`src/dgw_pkg.sv`:
```
// ---------------------------------------------------------------------------
// dgw_pkg
// Widths, item codes and controller/datapath interface types.
// ---------------------------------------------------------------------------
`timescale 1ns / 1ps
package dgw_pkg;

  localparam int NODES     = 1024;
  localparam int EDGES     = 4096;
  localparam int STACK_CAP = NODES + 1;
  localparam int NODE_W    = 10;
  localparam int CUR_W     = 13;
  localparam int EDGE_AW   = 12;
  localparam int DEPTH_W   = 11;
  localparam int KIND_W    = 3;

  localparam logic [KIND_W-1:0] KIND_RANGE = 3'd0;
  localparam logic [KIND_W-1:0] KIND_EDGE  = 3'd1;
  localparam logic [KIND_W-1:0] KIND_START = 3'd2;
  localparam logic [KIND_W-1:0] KIND_STEP  = 3'd3;
  localparam logic [KIND_W-1:0] KIND_QUERY = 3'd4;

  typedef struct packed {
    logic accept;
    logic clear;
    logic push;
    logic push_sel_start;
    logic push_fin;
    logic pop;
    logic pop_load;
    logic query_rd;
    logic query_cap;
    logic out;
  } dgw_cmd_t;

  typedef struct packed {
    logic empty;
    logic full;
    logic at_limit;
    logic depth_one;
    logic clr_last;
  } dgw_status_t;

endpackage

```
`src/dgw_ctrl.sv`:
```
// ---------------------------------------------------------------------------
// dgw_ctrl
// Sequencer: walks each request through memory reads, push and pop moves.
// ---------------------------------------------------------------------------
`timescale 1ns / 1ps
module dgw_ctrl (
  input  logic                  clk,
  input  logic                  rst,
  input  logic                  start,
  input  logic [2:0]            kind,
  input  dgw_pkg::dgw_status_t  status,
  output logic                  busy,
  output dgw_pkg::dgw_cmd_t     cmd
);
  import dgw_pkg::*;

  typedef enum logic [13:0] {
    S_IDLE      = 14'b00000000000001,
    S_CLEAR     = 14'b00000000000010,
    S_STEP      = 14'b00000000000100,
    S_RANGE_RD  = 14'b00000000001000,
    S_CHECK     = 14'b00000000010000,
    S_EDGE_RD   = 14'b00000000100000,
    S_PUSH      = 14'b00000001000000,
    S_PUSH_FIN  = 14'b00000010000000,
    S_POP       = 14'b00000100000000,
    S_POP_LOAD  = 14'b00001000000000,
    S_QUERY_RD  = 14'b00010000000000,
    S_QUERY_CAP = 14'b00100000000000,
    S_REPORT    = 14'b01000000000000,
    S_OUT       = 14'b10000000000000
  } state_t;

  state_t state, state_next;
  logic   clr_for_start, clr_for_start_next;

  always_ff @(posedge clk) begin
    if (rst) begin
      state         <= S_CLEAR;
      clr_for_start <= 1'b0;
    end else begin
      state         <= state_next;
      clr_for_start <= clr_for_start_next;
    end
  end

  assign busy = (state != S_IDLE);

  always_comb begin
    state_next         = state;
    clr_for_start_next = clr_for_start;
    cmd                = '0;
    unique case (state)
      S_IDLE: begin
        if (start) begin
          cmd.accept = 1'b1;
          unique case (kind)
            KIND_START: begin
              state_next         = S_CLEAR;
              clr_for_start_next = 1'b1;
            end
            KIND_STEP:  state_next = S_STEP;
            KIND_QUERY: state_next = S_QUERY_RD;
            default:    state_next = S_REPORT;
          endcase
        end
      end
      S_CLEAR: begin
        cmd.clear = 1'b1;
        if (status.clr_last) begin
          state_next = clr_for_start ? S_PUSH : S_IDLE;
        end
      end
      S_STEP:     state_next = status.empty ? S_REPORT : S_RANGE_RD;
      S_RANGE_RD: state_next = S_CHECK;
      S_CHECK:    state_next = status.at_limit ? S_POP : S_EDGE_RD;
      S_EDGE_RD:  state_next = S_PUSH;
      S_PUSH: begin
        cmd.push           = 1'b1;
        cmd.push_sel_start = clr_for_start;
        clr_for_start_next = 1'b0;
        state_next         = status.full ? S_REPORT : S_PUSH_FIN;
      end
      S_PUSH_FIN: begin
        cmd.push_fin = 1'b1;
        state_next   = S_REPORT;
      end
      S_POP: begin
        cmd.pop    = 1'b1;
        state_next = status.depth_one ? S_REPORT : S_POP_LOAD;
      end
      S_POP_LOAD: begin
        cmd.pop_load = 1'b1;
        state_next   = S_RANGE_RD;
      end
      S_QUERY_RD: begin
        cmd.query_rd = 1'b1;
        state_next   = S_QUERY_CAP;
      end
      S_QUERY_CAP: begin
        cmd.query_cap = 1'b1;
        state_next    = S_REPORT;
      end
      S_REPORT: state_next = S_OUT;
      S_OUT: begin
        cmd.out    = 1'b1;
        state_next = S_IDLE;
      end
      default: state_next = S_IDLE;
    endcase
  end

endmodule

```
`config.mk`:
```
export PLATFORM = sky130hd
export DESIGN_NAME = dgw_ctrl
export DESIGN_NICKNAME = d
export VERILOG_FILES = /design/src/dgw_pkg.sv /design/src/dgw_ctrl.sv
export SDC_FILE = /design/constraint.sdc
export NUM_CORES = 1
export LEC_CHECK = 0
export BUFFER_PORTS_ARGS = -buffer_cell sky130_fd_sc_hd__clkbuf_2
export CAP_MARGIN = 20
export CORE_MARGIN = 3
export CORE_UTILIZATION = 48
export DETAILED_ROUTE_END_ITERATION = 7
export GPL_TIMING_DRIVEN = 0
export PLACE_DENSITY_LB_ADDON = 0.25
export SLEW_MARGIN = 20
export SYNTH_ARGS = -nofsm -noshare
export SYNTH_HDL_FRONTEND = slang
export SYNTH_SLANG_ARGS = --single-unit
```
`constraint.sdc`:
```
create_clock -name clk -period 1.9 [get_ports clk]
set_input_delay 0.095 -clock clk [delete_from_list [all_inputs] [get_ports clk]]
set_output_delay 0.095 -clock clk [all_outputs]
set_load 0.05 [all_outputs]
```
# Yosys cells after proc, flatten, opt, wreduce, memory -nomap -nowiden
# Index checks and enable logic that the tools add are counted.
# Widths: inputs -> output; s select.
# classes
addsub,0
mul,0
div_mod_pow,0
order_cmp,0
eq_ne,21
shifts,0
mux,22
n_bitwise,0
reduce_logical,4
# op_table
operator,n
$pmux 14 s12,1
$mux 13,3
$pmux 13 s3,1
$mux 14,2
$eq 14x1->1 const B,1
$eq 14x10->1 const B,1
$eq 14x11->1 const B,1
$eq 14x12->1 const B,1
$eq 14x13->1 const B,1
$eq 14x14->1 const B,1
$eq 14x2->1 const B,1
$eq 14x3->1 const B,1
$eq 14x4->1 const B,1
$eq 14x5->1 const B,1
$eq 14x6->1 const B,1
$eq 14x7->1 const B,1
$eq 14x8->1 const B,1
$eq 14x9->1 const B,1
$ne 14x1->1 const B,1
$mux 1,11
$mux 9,1
$mux 7,1
$eq 3x2->1 const B,2
$ne 2x2->1 const B,2
8 further kinds,8
# totals
ff_bits,15
latch_bits,0
mem_bits_rw,0
romBits,0
input_bits,11
out_inout_bits,11
word_cells,49
mem_count,0

# Longest topological paths before layout
# logic_depth
ltp_word,4
depth_mapped,7
ltp_nobuf,5

# Worst setup path after synthesis
# No wires, ideal clock.
# synth_path
path_type,reg-to-reg
from,reg state[0]
to,reg state[11]
setup_ps,70
arrival_ps,2574
t_required_ps,1830
setup_slack_ps,-744
stages_incl_launch_ff,6
n_path_buf,0
synth_period_minus_slack_ps,2644
cell_sequence,dfxtp_1 > or4_4 > inv_1 > nand4_1 > nor3b_1 > nor2b_1
# synth_between
elab_chain_len,3
elab_cells_between_ends,18
cone_classes,eq/ne (15); mux (1); reduce/logical (2)
# synth_rtl
item,line,rtl
start: declaration,dgw_ctrl.sv:34,"state_t state, state_next;"
start signal: assignment,dgw_ctrl.sv:42,state <= state_next;
"$eq 14x12->1, or another cell as far along",dgw_ctrl.sv:53,unique case (state)
$reduce_or 2->1 (no line) or $ne 2x2->1 (tied branches),--,
$pmux 14 s12 or $reduce_and 2->1 (tied branches),--,
# Parallel ways exist; a longest one is shown, timed or not.
# A chain may end at the register's enable or synchronous reset.

==> flow_metrics.tcl <==
set metrics [dict create \
    num_antenna_cells 0 \
    grt_remaining_overflow 0 \
    hold_end "state[10]$_SDFFE_PP0P_" \
    clkTransAtPathRegs_ps 100 \
    final_antenna_net_count 0 \
    clkSinkCount 15 \
    finalCriticalPeriod_ps 2210 \
    maxSlewViolCount 0 \
    grt.busiest_layer "met2" \
    cp-start-kind "flop" \
    drtIter0Drc 28 \
    status "finished, violations left" \
    wire_per_inst_um 17.7 \
    synth_area_sq_mm 0.00104 \
    fin_total_pwr_mw 0.798 \
    synthXorXnorAreaFrac_pct 3.37 \
    cp.arrival_ps 2110 \
    grtUsageMet1_pct 29.7 \
    cts_tree "built" \
    grtUsageMet2_pct 44.0 \
    synth_fa_ha_area_share_pct 0 \
    rrSetupSlack_ps -240 \
    io_buffers 20 \
    failed_checks "setup timing" \
    cap_violations 0 \
    endpoint_kind "output pin" \
    clkLatencyLatePin_ps 290 \
    fmax_mhz 453 \
    synthCells 119 \
    hold_violations 0 \
    hold_depth 3 \
    cp_max_fo 5 \
    synth_simple_gate_area_share_pct 47.8 \
    synth_area_per_cell_sq_um 8.74 \
    grt_usage_pct 25.2 \
    grt_pass1_wl_mm 5.01 \
    r2r_start "state[2]$_SDFFE_PP0P_" \
    clkPwrFrac_pct 24.1 \
    drive_gt1_share_pct 54.0 \
    cts-root-buf "clkbuf_4" \
    p_int_mw 0.529 \
    gp_congestion 0.831 \
    cts_buffer_depth 2 \
    synth_nets 130 \
    critical_path_class "flop to output pin" \
    hp-start "kind[2]" \
    fp-row-count 16 \
    ys_ff_latch 15 \
    firstDrtPassIters 4 \
    max-vdd-ir-drop_mv 0.357 \
    grt_start_max_net_pins 11 \
    synth_compound_area_share_pct 13.5 \
    period_share_pct 116 \
    seq_power_share_pct 41.5 \
    numCtsBuffers 3 \
    initial_utilization_pct 51.9 \
    regToRegEndpoint "state[12]$_SDFFE_PP0P_" \
    p_sw_mw 0.269 \
    antenna_found_initial 0 \
    yosys_warnings 0 \
    muxShareOfSynthArea_pct 0 \
    placed_cells 166 \
    cts-htree-levels 1 \
    rsz0062_at_grt "yes" \
    hpwlAfterDp_mm 1.95 \
    finalWorstSetupSlack_ps -306 \
    yosysSeqAreaShare_pct 28.9 \
    p_leak_nw 0.655 \
    tightest_slew_ps 669 \
    finalNonFillerCells 188 \
    hold_path.class "input pin to flop" \
    dieArea_sq_mm 0.00276 \
    area.growth.synth_to_final_pct 54.5 \
    ys_types 49 \
    ff2ff_path_depth 8 \
    die_h_um 52.5 \
    grt_pass1_vias 1084 \
    power_density_mw_per_mm2 496 \
    wl_mm 3.34 \
    vias 1137 \
    multi_input_area_sq_um 782 \
    grtUsageMet3_pct 4.27 \
    io_pins 22 \
    cp.required_ps 1800 \
    fillerInstances 123 \
    setup_viol 12 \
    regArea_sq_um 322 \
    setup_tns_ps -2140 \
    synth_top_family_by_area "simple AND/OR/NAND/NOR gates" \
    slew_headroom_pct 55.4 \
    pwr-share-comb_pct 34.4 \
    die_width_um 52.5 \
    skew_ps 3.74 \
    via_per_inst 6.05 \
    final_nets 173 \
    core_area_sq_mm 0.00200 \
    drc 0 \
    switching_share_pct 33.7 \
]
-- cell families after synthesis --
logic type             count (synthesis)
AO/OA/AOI/OAI                         19
XOR/XNOR                               4
buffers and inverters                 14
flip-flops                            15
AND/OR/NAND/NOR                       67
-- layout by cell type (no fill, tap or decap), types with 3 or more instances in the layout --
master / Yosys / final
inv_1: 6 / 5
xor2_1: 3 / 3
nor3_1: 3 / 3
buf_6: 1 / 6
dfxtp_1: 15 / 6
dfxtp_4: 0 / 4
o21ai_0: 6 / 5
nand2_2: 0 / 3
nor4b_1: 8 / 6
nor4_4: 2 / 3
clkbuf_2: 0 / 9
dlygate4sd3_1: 0 / 3
nor3b_4: 0 / 4
buf_4: 1 / 16
nand2_1: 8 / 5
buf_8: 0 / 7
clkbuf_4: 0 / 3
nor2_1: 13 / 12
dfxtp_2: 0 / 5
-- routing by layer --
layer / vias to the layer above / wire [um]
li1: 532 / -
met1: 540 / 1200
met2: 51 / 1840
met3: 14 / 215
met4: 0 / 82
met5: - / 0
-- Yosys cell counts (all sizes together) --
cell	count	area share, %
o32ai	1	0.84
xnor2	1	0.84
o2bb2ai	1	0.84
and4	2	1.7
o21a	1	0.72
nand4	1	0.60
and4b	1	0.96
clkbuf	2	0.72
nand3	2	2.2
nor3	4	2.4
or4	5	4.5
nor3b	6	4.8
inv	6	2.2
and2	2	1.3
xor2	3	2.5
a211oi	2	1.9
a221oi	1	0.84
nand3b	1	0.72
o31ai	1	0.72
a211o	1	0.84
nand2b	2	1.2
o21ai	6	2.9
buf	6	3.6
dfxtp	15	29
and3b	1	0.84
or2	1	0.60
or3	1	1.1
nor2	14	5.3
nor4	5	6.5
a31oi	2	1.2
nand2	8	2.9
nor4b	9	9.0
a32oi	2	1.7
o211a	1	0.96
nor2b	2	1.2
-- power groups by stage --
stage | Clock (mW) | Combinational (mW) | Sequential, mW
after floorplan | 0 | 0.144 | 0.341
after global placement | 0 | 0.181 | 0.343
after detailed placement | 0 | 0.186 | 0.345
after CTS | 0.198 | 0.236 | 0.335
after global routing | 0.218 | 0.291 | 0.332
final | 0.192 | 0.274 | 0.331
-- worst max-delay path: stages (launching register included) --
cell and delay (ps):
dfxtp_4 370, or4_4 610, buf_4 170, buf_6 110, nor4_4 310, clkbuf_8 250
-- worst max path at each step --
stage	cells after the start	slack, ps	endpoint	from
floorplan	4	-300	cmd[6]	state[2]$_SDFFE_PP0P_
global placement	5	-50	cmd[6]	state[2]$_SDFFE_PP0P_
detailed placement	5	-70	cmd[6]	state[2]$_SDFFE_PP0P_
CTS	6	-250	cmd[0]	state[7]$_SDFFE_PP0P_
global route	5	-350	cmd[0]	state[2]$_SDFFE_PP0P_
finish	5	-310	cmd[4]	state[2]$_SDFFE_PP0P_
-- sequential cells by signal (all words and copies together) (netlist names) --
name           count
state             14
clr_for_start      1
-- final cells by class --
cell class	instances	share of cell area, %
Sequential cell	15	20.0
Buffer	5	2.65
Multi-Input combinational cell	90	48.7
Tap cell	27	2.10
Timing Repair Buffer	41	23.5
Inverter	6	1.40
Clock buffer	4	1.64
-- stage by stage --
step                setup slack, ps  hold slack, ps  utilization (%)  area [sq um]
CTS                            -248            45.8             74.6          1490
finish                         -306            62.3             80.3          1610
global route                   -345            68.3             80.3          1610
floorplan                      -298             165                -          1100
global placement              -49.5             267             61.9          1240
detailed placement            -74.5             273             61.9          1240
-- repair_timing --
action | in CTS | in global routing
pin swaps | 12 | 10
gates resized for setup | 32 | 27
buffers inserted | 10 | 8
hold buffers | 3 | 0
setup endpoints to repair | 13 | 18
hold endpoints to repair | 4 | 0
Note: power is estimated with default switching activity, not from simulation.
